File: config.mk
export PLATFORM = sky130hd
export DESIGN_NAME = multilevel_priority_queue_top
export DESIGN_NICKNAME = d
export VERILOG_FILES = /design/src/hw/rtl/mpq_pkg.sv /design/src/hw/rtl/multilevel_priority_queue_top.sv /design/src/hw/rtl/mpq_cell.sv
export SDC_FILE = /design/constraint.sdc
export NUM_CORES = 1
export LEC_CHECK = 0
export ABC_AREA = 1
export BUFFER_PORTS_ARGS = -buffer_cell sky130_fd_sc_hd__buf_2
export CAP_MARGIN = 20
export CORE_MARGIN = 5
export CORE_UTILIZATION = 60
export CTS_CLUSTER_SIZE = 28
export DETAILED_ROUTE_END_ITERATION = 7
export GPL_ROUTABILITY_DRIVEN = 1
export PLACE_DENSITY = 0.72
export SYNTH_ARGS = -nofsm -noshare
export SYNTH_HDL_FRONTEND = slang
export SYNTH_SLANG_ARGS = --single-unit
File: constraint.sdc
create_clock -name clk -period 15.1 [get_ports clk]
set_clock_uncertainty 0.05 [all_clocks]
set_input_delay 2.265 -clock clk [delete_from_list [all_inputs] [get_ports clk]]
set_output_delay 2.265 -clock clk [all_outputs]
set_load 0.05 [all_outputs]
File: src/hw/rtl/mpq_pkg.sv
// shared types and constants for the multilevel priority queue
package mpq_pkg;

  localparam int CAPACITY   = 32;
  localparam int ID_BITS    = 8;
  localparam int MAX_LEVELS = 8;
  localparam int LVL_W      = $clog2(MAX_LEVELS);
  localparam int CNT_W      = $clog2(CAPACITY + 1);
  localparam int NL_W       = 4;

  typedef enum logic [2:0] {
    CMD_INSERT = 3'd0,
    CMD_UP     = 3'd1,
    CMD_DOWN   = 3'd2,
    CMD_REMOVE = 3'd3,
    CMD_DUMP   = 3'd4
  } cmd_t;

  typedef enum logic [1:0] {
    STS_OK        = 2'd0,
    STS_BAD_LEVEL = 2'd1,
    STS_NOT_FOUND = 2'd2,
    STS_FULL      = 2'd3
  } status_t;

  typedef enum logic [1:0] {
    ST_IDLE,
    ST_EXEC,
    ST_DUMP
  } state_t;

  // broadcast from the controller to every cell
  typedef struct packed {
    logic               del;
    logic               app;
    logic               dump_clr;
    logic               dump_step;
    logic [ID_BITS-1:0] id;
    logic [LVL_W-1:0]   new_level;
    logic [LVL_W-1:0]   dump_lv;
  } cell_ctl_t;

endpackage

File: src/hw/rtl/multilevel_priority_queue_top.sv
// top level of the multilevel priority queue: controller, cell chain, result register
// results are registered; a new item is taken only in IDLE, once the last one is done
// dump: a setup step, then steps that each list one entry or move on to the next level
//   when none is left at the current level, each stretched by output stalls
// the next item is accepted while the last result still waits in the output register
// reset (rst_n, synchronous, active low): store empty, num_levels back to 3, no result pending
module multilevel_priority_queue_top import mpq_pkg::*; (
  input  logic        clk,
  input  logic        rst_n,
  // command items
  input  logic        in_tvalid,
  output logic        in_tready,
  input  logic [15:0] in_tdata,   // command[2:0], item_id[10:3], target_level[13:11], zeros
  // result items
  output logic        out_tvalid,
  input  logic        out_tready,
  output logic [15:0] out_tdata,  // status[1:0], entry_id[9:2], entry_level[12:10], zeros
  output logic        out_tuser,  // entry_valid
  output logic        out_tlast,  // last
  // num_levels register write
  input  logic        cfg_valid,
  output logic        cfg_ready,
  input  logic [3:0]  cfg_data
);

  state_t state_r, state_nxt;

  // captured command item
  logic [2:0]         cmd_r;
  logic [ID_BITS-1:0] id_r;
  logic [LVL_W-1:0]   tl_r;

  logic [NL_W-1:0]    num_levels_r;
  logic [CNT_W-1:0]   cnt_r, cnt_nxt;
  logic [CNT_W-1:0]   dump_cnt_r, dump_cnt_nxt;
  logic [LVL_W-1:0]   dump_lv_r, dump_lv_nxt;

  // result register
  logic               out_valid_r, out_valid_nxt;
  logic [1:0]         out_status_r, out_status_nxt;
  logic [ID_BITS-1:0] out_id_r, out_id_nxt;
  logic [LVL_W-1:0]   out_lvl_r, out_lvl_nxt;
  logic               out_evalid_r, out_evalid_nxt;
  logic               out_last_r, out_last_nxt;

  cell_ctl_t          ctl;
  logic               out_free, load;
  logic               in_acc;
  logic               dump_clr, dump_step;
  status_t            sts;

  // chain wiring between neighboring cells
  logic [CAPACITY:0]  seen_ch;
  logic [CAPACITY:0]  taken_ch;
  logic [LVL_W-1:0]   hit_lvl_ch  [CAPACITY+1];
  logic [ID_BITS-1:0] dump_id_ch  [CAPACITY+1];
  logic [LVL_W-1:0]   dump_lvl_ch [CAPACITY+1];
  logic [CAPACITY-1:0] used_vec;
  logic [ID_BITS-1:0] ident_a [CAPACITY];
  logic [LVL_W-1:0]   level_a [CAPACITY];

  logic               found;
  logic [LVL_W-1:0]   hit_lvl;
  logic               pick_ok;
  logic               dump_last;

  assign seen_ch[0]     = 1'b0;
  assign taken_ch[0]    = 1'b0;
  assign hit_lvl_ch[0]  = '0;
  assign dump_id_ch[0]  = '0;
  assign dump_lvl_ch[0] = '0;

  genvar gi;
  generate
    for (gi = 0; gi < CAPACITY; gi++) begin : g_cell
      logic               prev_used, nxt_used;
      logic [ID_BITS-1:0] nxt_ident;
      logic [LVL_W-1:0]   nxt_level;

      if (gi == 0) begin : g_head
        assign prev_used = 1'b1;
      end else begin : g_mid
        assign prev_used = used_vec[gi-1];
      end

      if (gi == CAPACITY - 1) begin : g_end
        assign nxt_used  = 1'b0;
        assign nxt_ident = '0;
        assign nxt_level = '0;
      end else begin : g_inner
        assign nxt_used  = used_vec[gi+1];
        assign nxt_ident = ident_a[gi+1];
        assign nxt_level = level_a[gi+1];
      end

      mpq_cell u_cell (
        .clk          (clk),
        .rst_n        (rst_n),
        .ctl          (ctl),
        .prev_used    (prev_used),
        .nxt_used     (nxt_used),
        .nxt_ident    (nxt_ident),
        .nxt_level    (nxt_level),
        .seen_in      (seen_ch[gi]),
        .hit_lvl_in   (hit_lvl_ch[gi]),
        .taken_in     (taken_ch[gi]),
        .dump_id_in   (dump_id_ch[gi]),
        .dump_lvl_in  (dump_lvl_ch[gi]),
        .used_o       (used_vec[gi]),
        .ident_o      (ident_a[gi]),
        .level_o      (level_a[gi]),
        .seen_out     (seen_ch[gi+1]),
        .hit_lvl_out  (hit_lvl_ch[gi+1]),
        .taken_out    (taken_ch[gi+1]),
        .dump_id_out  (dump_id_ch[gi+1]),
        .dump_lvl_out (dump_lvl_ch[gi+1])
      );
    end
  endgenerate

  assign found   = seen_ch[CAPACITY];
  assign hit_lvl = hit_lvl_ch[CAPACITY];
  assign pick_ok = taken_ch[CAPACITY];

  assign out_free  = !out_valid_r || out_tready;
  assign in_acc    = in_tvalid && in_tready;
  assign cfg_ready = 1'b1;
  assign dump_last = ((dump_cnt_r + CNT_W'(1)) == cnt_r);

  // status and cell update for the held command
  always_comb begin
    sts           = STS_OK;
    ctl.del       = 1'b0;
    ctl.app       = 1'b0;
    ctl.dump_clr  = dump_clr;
    ctl.dump_step = dump_step;
    ctl.dump_lv   = dump_lv_r;
    ctl.id        = id_r;
    ctl.new_level = tl_r;
    unique case (cmd_r)
      CMD_INSERT: begin
        if ({1'b0, tl_r} >= num_levels_r) begin
          sts = STS_BAD_LEVEL;
        end else if (!found && (cnt_r == CNT_W'(CAPACITY))) begin
          sts = STS_FULL;
        end else begin
          ctl.del = found;
          ctl.app = 1'b1;
        end
      end
      CMD_UP: begin
        ctl.new_level = hit_lvl - LVL_W'(1);
        if (!found) begin
          sts = STS_NOT_FOUND;
        end else if (hit_lvl != '0) begin
          ctl.del = 1'b1;
          ctl.app = 1'b1;
        end
      end
      CMD_DOWN: begin
        ctl.new_level = hit_lvl + LVL_W'(1);
        if (!found) begin
          sts = STS_NOT_FOUND;
        end else if (({1'b0, hit_lvl} + NL_W'(1)) < num_levels_r) begin
          ctl.del = 1'b1;
          ctl.app = 1'b1;
        end
      end
      CMD_REMOVE: begin
        ctl.del = found;
      end
      default: begin
      end
    endcase
    // updates only land in the cycle that issues the result
    if (!(state_r == ST_EXEC && out_free && cmd_r != CMD_DUMP)) begin
      ctl.del = 1'b0;
      ctl.app = 1'b0;
    end
  end

  // next state
  always_comb begin
    state_nxt = state_r;
    unique case (state_r)
      ST_IDLE: begin
        if (in_acc) begin
          state_nxt = ST_EXEC;
        end
      end
      ST_EXEC: begin
        if (out_free) begin
          if (cmd_r == CMD_DUMP && cnt_r != '0) begin
            state_nxt = ST_DUMP;
          end else begin
            state_nxt = ST_IDLE;
          end
        end
      end
      ST_DUMP: begin
        if (out_free && pick_ok && dump_last) begin
          state_nxt = ST_IDLE;
        end
      end
      default: state_nxt = ST_IDLE;
    endcase
  end

  // controller outputs
  always_comb begin
    in_tready      = 1'b0;
    load           = 1'b0;
    dump_clr       = 1'b0;
    dump_step      = 1'b0;
    dump_lv_nxt    = dump_lv_r;
    dump_cnt_nxt   = dump_cnt_r;
    out_status_nxt = out_status_r;
    out_id_nxt     = out_id_r;
    out_lvl_nxt    = out_lvl_r;
    out_evalid_nxt = out_evalid_r;
    out_last_nxt   = out_last_r;
    unique case (state_r)
      ST_IDLE: begin
        in_tready = 1'b1;
      end
      ST_EXEC: begin
        if (out_free) begin
          if (cmd_r == CMD_DUMP && cnt_r != '0) begin
            dump_clr     = 1'b1;
            dump_lv_nxt  = '0;
            dump_cnt_nxt = '0;
          end else begin
            load           = 1'b1;
            out_status_nxt = sts;
            out_id_nxt     = '0;
            out_lvl_nxt    = '0;
            out_evalid_nxt = 1'b0;
            out_last_nxt   = 1'b1;
          end
        end
      end
      ST_DUMP: begin
        if (out_free) begin
          if (pick_ok) begin
            load           = 1'b1;
            dump_step      = 1'b1;
            out_status_nxt = STS_OK;
            out_id_nxt     = dump_id_ch[CAPACITY];
            out_lvl_nxt    = dump_lvl_ch[CAPACITY];
            out_evalid_nxt = 1'b1;
            out_last_nxt   = dump_last;
            dump_cnt_nxt   = dump_cnt_r + CNT_W'(1);
          end else begin
            // nothing left at this level, go on to the next
            dump_lv_nxt = dump_lv_r + LVL_W'(1);
          end
        end
      end
      default: begin
      end
    endcase
  end

  assign cnt_nxt       = cnt_r + CNT_W'(ctl.app) - CNT_W'(ctl.del);
  assign out_valid_nxt = load ? 1'b1 : (out_tready ? 1'b0 : out_valid_r);

  always_ff @(posedge clk) begin
    if (in_acc) begin
      cmd_r <= in_tdata[2:0];
      id_r  <= in_tdata[10:3];
      tl_r  <= in_tdata[13:11];
    end
    out_status_r <= out_status_nxt;
    out_id_r     <= out_id_nxt;
    out_lvl_r    <= out_lvl_nxt;
    out_evalid_r <= out_evalid_nxt;
    out_last_r   <= out_last_nxt;
    dump_lv_r    <= dump_lv_nxt;
    dump_cnt_r   <= dump_cnt_nxt;
  end

  always_ff @(posedge clk) begin
    if (!rst_n) begin
      state_r      <= ST_IDLE;
      cnt_r        <= '0;
      out_valid_r  <= 1'b0;
      num_levels_r <= NL_W'(3);
    end else begin
      state_r     <= state_nxt;
      cnt_r       <= cnt_nxt;
      out_valid_r <= out_valid_nxt;
      if (cfg_valid && cfg_ready) begin
        // clamp to 1..MAX_LEVELS
        if (cfg_data == '0) begin
          num_levels_r <= NL_W'(1);
        end else if (cfg_data > NL_W'(MAX_LEVELS)) begin
          num_levels_r <= NL_W'(MAX_LEVELS);
        end else begin
          num_levels_r <= cfg_data;
        end
      end
    end
  end

  assign out_tvalid = out_valid_r;
  assign out_tdata  = {3'b000, out_lvl_r, out_id_r, out_status_r};
  assign out_tuser  = out_evalid_r;
  assign out_tlast  = out_last_r;

  // the fill count always matches the number of occupied cells
  a_cnt_matches_used: assert property (@(posedge clk) disable iff (!rst_n)
    $countones(used_vec) == cnt_r)
    else $error("entry count out of step with occupied cells");

  // occupied cells form one run from the head of the chain
  a_used_packed: assert property (@(posedge clk) disable iff (!rst_n)
    (used_vec & (used_vec + CAPACITY'(1))) == '0)
    else $error("hole in the occupied cells");

  a_cnt_bound: assert property (@(posedge clk) disable iff (!rst_n)
    cnt_r <= CNT_W'(CAPACITY))
    else $error("entry count above capacity");

  // a dump never lists more entries than are stored
  a_dump_bound: assert property (@(posedge clk) disable iff (!rst_n)
    state_r == ST_DUMP |-> dump_cnt_r < cnt_r)
    else $error("dump ran past the stored entries");

  // the entry count does not change while a dump walks the store
  a_dump_frozen: assert property (@(posedge clk) disable iff (!rst_n)
    state_r == ST_DUMP |=> $stable(cnt_r))
    else $error("store changed during dump");

endmodule

File: src/hw/rtl/mpq_cell.sv
// one storage slot of the queue chain: match, shift-down and dump pick
module mpq_cell import mpq_pkg::*; (
  input  logic               clk,
  input  logic               rst_n,
  input  cell_ctl_t          ctl,
  input  logic               prev_used,
  input  logic               nxt_used,
  input  logic [ID_BITS-1:0] nxt_ident,
  input  logic [LVL_W-1:0]   nxt_level,
  input  logic               seen_in,
  input  logic [LVL_W-1:0]   hit_lvl_in,
  input  logic               taken_in,
  input  logic [ID_BITS-1:0] dump_id_in,
  input  logic [LVL_W-1:0]   dump_lvl_in,
  output logic               used_o,
  output logic [ID_BITS-1:0] ident_o,
  output logic [LVL_W-1:0]   level_o,
  output logic               seen_out,
  output logic [LVL_W-1:0]   hit_lvl_out,
  output logic               taken_out,
  output logic [ID_BITS-1:0] dump_id_out,
  output logic [LVL_W-1:0]   dump_lvl_out
);

  logic [ID_BITS-1:0] ident_r, ident_nxt;
  logic [LVL_W-1:0]   level_r, level_nxt;
  logic               used_r, used_nxt;
  logic               dumped_r, dumped_nxt;
  logic               match, shift, tail, head_free, elig, sel;

  assign match     = used_r && (ident_r == ctl.id);
  assign shift     = ctl.del && (seen_in || match);
  assign tail      = used_r && !nxt_used;
  assign head_free = !used_r && prev_used;

  assign seen_out    = seen_in || match;
  assign hit_lvl_out = match ? level_r : hit_lvl_in;

  // dump pick: first unlisted slot at the current level
  assign elig         = used_r && !dumped_r && (level_r == ctl.dump_lv);
  assign sel          = elig && !taken_in;
  assign taken_out    = taken_in || elig;
  assign dump_id_out  = sel ? ident_r : dump_id_in;
  assign dump_lvl_out = sel ? level_r : dump_lvl_in;

  assign used_o  = used_r;
  assign ident_o = ident_r;
  assign level_o = level_r;

  always_comb begin
    ident_nxt = ident_r;
    level_nxt = level_r;
    used_nxt  = used_r;
    if (shift) begin
      if (tail) begin
        if (ctl.app) begin
          ident_nxt = ctl.id;
          level_nxt = ctl.new_level;
        end else begin
          used_nxt = 1'b0;
        end
      end else begin
        ident_nxt = nxt_ident;
        level_nxt = nxt_level;
      end
    end else if (ctl.app && !ctl.del && head_free) begin
      ident_nxt = ctl.id;
      level_nxt = ctl.new_level;
      used_nxt  = 1'b1;
    end
  end

  always_comb begin
    dumped_nxt = dumped_r;
    if (ctl.dump_clr) begin
      dumped_nxt = 1'b0;
    end else if (ctl.dump_step && sel) begin
      dumped_nxt = 1'b1;
    end
  end

  always_ff @(posedge clk) begin
    ident_r <= ident_nxt;
    level_r <= level_nxt;
    if (!rst_n) begin
      used_r   <= 1'b0;
      dumped_r <= 1'b0;
    end else begin
      used_r   <= used_nxt;
      dumped_r <= dumped_nxt;
    end
  end

endmodule

# Word level (Yosys, flattened, before mapping)
# Index checks and enable logic that the tools add are counted.
word_totals:
  register_bits: 467
  in_bits: 25
  output_inout_bits: 21
  elab_cells: 1315
op_classes:
  addsub: 7
  magnitude_cmp: 3
  n_eq_ne: 175
  mux: 456
  bitwise_logic: 1
  reduce_logical: 531
ops:
  columns: ["operator", "count"]
  rows:
  - ["two-way mux 8 bit", 133]
  - ["two-way mux 3 bit", 169]
  - ["logical AND 1 bit", 262]
  - ["== test 8 bit", 32]
  - ["two-way mux 1 bit", 117]
  - ["!= test 3 bit, second input constant", 33]
  - ["logical NOT 1 bit", 98]
  - ["== test 3 bit", 32]
  - ["AND reduction 3 bit", 32]
  - ["!= test 2 bit, second input constant", 38]
  - ["nonzero test 2 bit", 34]
  - ["!= test 2 x 1 -> 1 bit, second input constant", 32]
  - ["AND reduction 2 bit", 32]
  - ["logical OR 1 bit", 63]
  - ["two-way mux 2 bit", 18]
  - ["two-way mux 6 bit", 4]
  - ["one-hot mux 3 bit (2 select lines)", 3]
  - ["one-hot mux 8 bit (2 select lines)", 1]
  - ["AND reduction 5 bit", 3]
  - ["one-hot mux 6 bit (2 select lines)", 1]
  - ["two-way mux 4 bit", 2]
  - ["one-hot mux 2 bit (2 select lines)", 2]
  - ["adder 3 x 1 -> 3 bit, second input constant", 2]
  - ["adder 6 x 1 -> 6 bit", 1]
  - ["25 further kinds", 29]

# Longest topological paths before layout
depth:
  ltp_word: 45
  depth_mapped: 74
  ltp_nobuf: 71

# Modules after synthesis
# A second synthesis with hierarchy kept.
hier_totals:
  cells_unflattened: 4821
  hier_area_um2: 35649.2
modules_own_cells:
  columns: ["module", "instances", "cells_each", "area_each_um2", "seq_area_each_um2"]
  rows:
  - ["mpq_cell", 32, 141, 1027.2, 370.4]
  - ["multilevel_priority_queue_top", 1, 309, 2777.7, 1401.3]

# Worst setup path after synthesis
# No wires, ideal clock.
synth_path:
  path_type: "register to register"
  startpoint: "register id_r[5]"
  endpoint: "register g_cell[31].u_cell.ident_r[0] (enable)"
  setup_time_ns: 0.383
  t_arrival_ns: 5.976
  required_time_ns: 14.667
  slack_ns: 8.692
  path_stages_with_launch: 66
  path_buffers: 5
  period_less_slack_ns: 6.408
  path_cell_list: "edfxtp_1 > buf_4 > inv_4 > nand2_1 > nand2_1 > inv_1 > nand3_2 > nor2_1 > nand2_2 > nand3_2 > inv_4 > nand2_4 > nor2_2 > inv_2 > nor2_2 > inv_2 > nor2_4 > inv_2 > (+30 left out) > nor2_1 > nand2_1 > nor2_2 > nand2_1 > inv_2 > nand2_1 > inv_2 > nand2_2 > nor2_4 > nor3_1 > nand2_2 > buf_6 > buf_8 > ha_1 > clkbuf_1 > clkbuf_1 > a21oi_1 > a21oi_1"
synth_between:
  elab_chain_cells: 45
  word_cells_on_any_way: 148
  cone_classes: "add/sub (1); order compare (1); eq/ne (33); mux (41); reduce/logical (72)"
synth_rtl:
  columns: ["element", "line_no", "source"]
  rows:
  - ["from (decl)", "multilevel_priority_queue_top.sv:30", "logic [ID_BITS-1:0] id_r;"]
  - ["from (signal assigned)", "multilevel_priority_queue_top.sv:270", "id_r <= in_tdata[10:3];"]
  - ["== test 8 bit", "mpq_cell.sv:31", "assign match = used_r && (ident_r == ctl.id);"]
  - ["logical AND 1 bit", "mpq_cell.sv:31", null]
  - ["two-way mux 3 bit (32 in series)", "mpq_cell.sv:37", "assign hit_lvl_out = match ? level_r : hit_lvl_in;"]
  - ["adder 3 x 1 -> 4 bit", "multilevel_priority_queue_top.sv:164", "end else if (({1'b0, hit_lvl} + NL_W'(1)) < num_levels_r) begin"]
  - ["< comparator 4 bit", "multilevel_priority_queue_top.sv:164", null]
  - ["two-way mux 2 bit", "multilevel_priority_queue_top.sv:164", null]
  - ["two-way mux 2 bit", "multilevel_priority_queue_top.sv:162", "if (!found) begin"]
  - ["one-hot mux 1 bit (4 select lines)", "multilevel_priority_queue_top.sv:140", "unique case (cmd_r)"]
  - ["two-way mux 2 bit", "multilevel_priority_queue_top.sv:176", "if (!(state_r == ST_EXEC && out_free && cmd_r != CMD_DUMP)) begin"]
  - ["logical NOT 1 bit", "mpq_cell.sv:66", "end else if (ctl.app && !ctl.del && head_free) begin"]
  - ["logical AND 1 bit (2 in series)", "mpq_cell.sv:66", null]
  - ["nonzero test 2 bit (no source line)", null, null]
  - ["AND reduction 2 bit (no source line) *", null, null]
  - ["to (signal assigned)", "mpq_cell.sv:83", "ident_r <= ident_nxt;"]
  - ["to (decl)", "mpq_cell.sv:25", "logic [ID_BITS-1:0] ident_r, ident_nxt;"]
# Mark *: on every way between the ends. The rest lies on a longest branch, timed or not.
# A chain may end at the register's enable or synchronous reset.

# Worst setup path after layout
layout_path:
  startpoint: "register id_r[0]"
  endpoint: "register g_cell[1].u_cell.ident_r[2] (enable)"
layout_between:
  elab_chain_cells: 45
  word_cells_on_any_way: 148
  cone_classes: "add/sub (1); order compare (1); eq/ne (33); mux (41); reduce/logical (72)"
layout_rtl:
  columns: ["element", "line_no"]
  rows:
  - ["== test 8 bit", "mpq_cell.sv:31"]
  - ["logical AND 1 bit", "mpq_cell.sv:31"]
  - ["two-way mux 3 bit (32 in series)", "mpq_cell.sv:37"]
  - ["adder 3 x 1 -> 4 bit", "multilevel_priority_queue_top.sv:164"]
  - ["< comparator 4 bit", "multilevel_priority_queue_top.sv:164"]
  - ["two-way mux 2 bit", "multilevel_priority_queue_top.sv:164"]
  - ["two-way mux 2 bit", "multilevel_priority_queue_top.sv:162"]
  - ["one-hot mux 1 bit (4 select lines)", "multilevel_priority_queue_top.sv:140"]
  - ["two-way mux 2 bit", "multilevel_priority_queue_top.sv:176"]
  - ["logical NOT 1 bit", "mpq_cell.sv:66"]
  - ["logical AND 1 bit (2 in series)", "mpq_cell.sv:66"]
  - ["nonzero test 2 bit (no source line)", null]
  - ["AND reduction 2 bit (no source line) *", null]
  - ["to (signal assigned)", "mpq_cell.sv:83"]
  - ["to (decl)", "mpq_cell.sv:25"]
# Marked as above.

==> results.md <==
* Seq/Total Area, Yosys at 44.4%
* CP dominant cell by count: nand3_1
* Port buffer count at 39
* Initial DRC Count at 3846
* Wire per inst at 21.1 um
* CTS Buf Count at 53
* Arrival time at the worst endpoint at 10.12 ns
* Hold Path Depth at 2
* Resized cells post-CTS at 0
* Critical setup path kind: reg2reg
* Total Routing Usage GR at 34.7%
* Post-route ant nets at 0
* H-tree Lvls at 2
* Worst Path Required at 15.29 ns
* # fillers at 4280
* Setup crit end kind: register
* YS warnings at 0
* Clk pin slew, worst setup/hold paths at 0.06 ns
* R2r setup slk at 5.17 ns
* Startpoint Class: register
* Row cnt at 81
* VDD IR max at 0.000147 V
* Syn_area_per_cell at 7.70 sq um
* Area of the multi-input gates at 13700 sq um
* Failing checks: design-rule violations
* Clk buf depth at 3
* Endpoint of the worst register-to-register path: g_cell[1].u_cell.ident_o[2]$_DFFE_PP_
* Worst Hold Class: reg2reg
* Die area at 54400 sq um
* Main synth FF type: edfxtp_1
* CTS tree: built
* Share of layout cells above drive strength 1 at 8.67%
* Routability cong. at 0.943
* Synthesized cell area at 29900 sq um
* Register area at 13300 sq um
* Initial core utilization at 60.8%
* Vias in the first global route at 26400
* Most frequent cells in the layout: 1044 x nand2_1, 398 x inv_1, 390 x edfxtp_1
* Final slew viol count at 0
* Power share of the combinational group at 25.3%
* Fraction of registers with async set/reset at 0%
* Share of power burned in registers at 40.3%
* Seq cells post-synth at 467
* Hold Violations, Final at 0
* Die Wd at 233 um
* Fin crit period at 9.93 ns
* Status: finished with violations
* Max Cap Viol at 0
* Gr ovfl total at 0
* Vias post-DR at 28100
* P_int at 2.57 mW
* Clock power share at 34.4%
* Global-route wire length before repair at 148000 um
* Largest net degree at the start of global routing at 59
* Setup Viol. Count Final at 0
* IO Count at 46
* DRT Pass-1 Iters at 8
* Unrepaired setup endpoints after global routing: false
* Antenna cells at 0
* P&R area growth vs syn at 7.16%
* Clk_lat worst skew at 0.63 ns
* Final nets at 3892
* Fin Setup TNS at 0 ns
* Worst slew pin tran at 1.06 ns
* Synth unique cells at 68
* WL final at 96000 um
* Headroom to the max-slew limit at 29.0%
* Slowest cell on the critical path: ha_1
* Switching power at 1.30 mW
* Reg-to-Reg Start: id_r[0]$_DFFE_PP_
* Hold endpoint: g_cell[3].u_cell.dumped_r$_SDFFE_PP0P_
* Initial antenna violation count at 1
* CP max stage delay at 0.77 ns
* Post-CTS setup buffers at 0
* Hold_buf cts at 0
* Final period util at 65.8%
* Commonest non-fill, non-tap cell in the layout: nand2_1
* Via-per-instance ratio at 6.17
* DRC at 10
* FMAX at 101 MHz
* Sw Ratio at 33.5%
* Synth Instances at 3880
* CP Max Fanout at 47
* Core area at 49200 sq um
* R2R cell count at 55
* DP Wirelength at 66300 um
* Root Buffer: clkbuf_16
* Total power divided by cell area at 121 nW/um^2
* CTS sink count at 467
* Height of the die at 233 um
* Hold Path Origin: g_cell[3].u_cell.dumped_r$_SDFFE_PP0P_
* Post-synth EDFFs at 390
* P_leak at 12.2 nW
* Final Util at 65.1%
==> critical path: cells and delay by family (launching register included) <==
family,cells,cell delay (ns)
xor+xnor,1,0.17
buf+inv,7,2.95
fa+ha+maj,3,1.16
flops,1,0.35
compound gates,3,1.07
simple gates,41,3.62
==> layer usage <==
| metal | vias up | share of wire [%] | GRT usage (%) |
|---|---|---|---|
| li1 | 13000 | - | - |
| met5 | - | 0.014 | 0 |
| met4 | 2 | 4.8 | 14.7 |
| met2 | 1701 | 44 | 53.9 |
| met1 | 13000 | 40 | 48.9 |
| met3 | 317 | 11 | 5.15 |
==> worst max path at each step <==
| stage | slack (ns) | from | endpoint | cells after the start |
|---|---|---|---|---|
| after floorplan | 8.69 | id_r[5]$_DFFE_PP_ | g_cell[31].u_cell.ident_o[0]$_DFFE_PP_ | 65 |
| after global placement | 5.49 | id_r[0]$_DFFE_PP_ | g_cell[8].u_cell.ident_o[1]$_DFFE_PP_ | 55 |
| after detailed placement | 5.33 | id_r[0]$_DFFE_PP_ | g_cell[8].u_cell.ident_o[0]$_DFFE_PP_ | 55 |
| after CTS | 5.30 | id_r[0]$_DFFE_PP_ | g_cell[8].u_cell.level_o[1]$_DFFE_PP_ | 55 |
| after global routing | 4.64 | id_r[0]$_DFFE_PP_ | g_cell[1].u_cell.level_o[0]$_DFFE_PP_ | 55 |
| final | 5.17 | id_r[0]$_DFFE_PP_ | g_cell[1].u_cell.ident_o[2]$_DFFE_PP_ | 55 |
==> power by group through the flow <==
| stage | clock [mW] | combinational, mW | sequential [mW] |
|---|---|---|---|
| floorplan | 0 | 0.600 | 1.64 |
| global placement | 0 | 0.920 | 1.58 |
| detailed placement | 0 | 0.952 | 1.59 |
| CTS | 1.34 | 0.955 | 1.56 |
| global route | 1.40 | 1.04 | 1.56 |
| finish | 1.33 | 0.979 | 1.56 |
==> cells in the mapped netlist (all sizes together) (13+ instances only) <==
master | number | area (sq um)
a2111oi | 25 | 219
a21oi | 178 | 891
a221oi | 13 | 114
buf | 109 | 761
clkbuf | 68 | 263
clkinv | 19 | 71.3
dfxtp | 77 | 1540
dlygate4sd3 | 16 | 160
edfxtp | 390 | 11700
ha | 23 | 288
inv | 443 | 1680
nand2 | 1054 | 3980
nand3 | 213 | 1090
nand4 | 53 | 332
nor2 | 342 | 1420
nor3 | 37 | 190
nor4 | 61 | 382
o2111ai | 26 | 228
o211ai | 42 | 320
o21ai | 445 | 2290
o22ai | 30 | 188
or2 | 33 | 206
xnor2 | 30 | 263
xor2 | 93 | 815
==> metrics by stage <==
step	instances	power (mW)	area, sq um	hold slack (ns)	worst slack, ns
after detailed placement	4443	2.54	30200	0.397	5.33
after global routing	4551	4.00	32000	0.432	4.64
after floorplan	3882	2.24	29900	0.377	8.69
after CTS	4542	3.86	31900	0.406	5.30
after global placement	4443	2.50	30200	0.388	5.49
final	4551	3.87	32000	0.408	5.17
==> cell families (layout without fill, tap and decap cells) <==
group	Yosys count	in the layout	share of synthesized area, %
and+or+nand+nor	1816	1816	26.0
DFF	467	467	44.4
adders and majority gates	24	24	1.03
AOI/OAI and AO/OA	786	786	15.0
buffers and inverters	661	666	10.0
xor gates and xnor gates	123	123	3.61
muxes	1	1	0.0335
other	2	4	0.0251
==> registers in the layout, indices dropped and copies added (netlist names), 4 cells and up <==
| register | flops |
|---|---|
| out_id_r | 8 |
| g_cell.u_cell.ident_o | 256 |
| g_cell.u_cell.used_o | 32 |
| g_cell.u_cell.dumped_r | 32 |
| id_r | 8 |
| dump_cnt_r | 6 |
| num_levels_r | 4 |
| cnt_r | 6 |
| g_cell.u_cell.level_o | 96 |
==> area by class of cell <==
cell class                      count  share of cell area (%)
Multi-Input combinational cell   2754                    42.8
Tap cell                          664                    2.59
Clock inverter                     23                   0.836
Timing Repair Buffer              105                    2.17
Sequential cell                   467                    41.4
Inverter                          462                    5.45
Clock buffer                       76                    4.76
No activity file was read; power rests on OpenSTA's default activity.
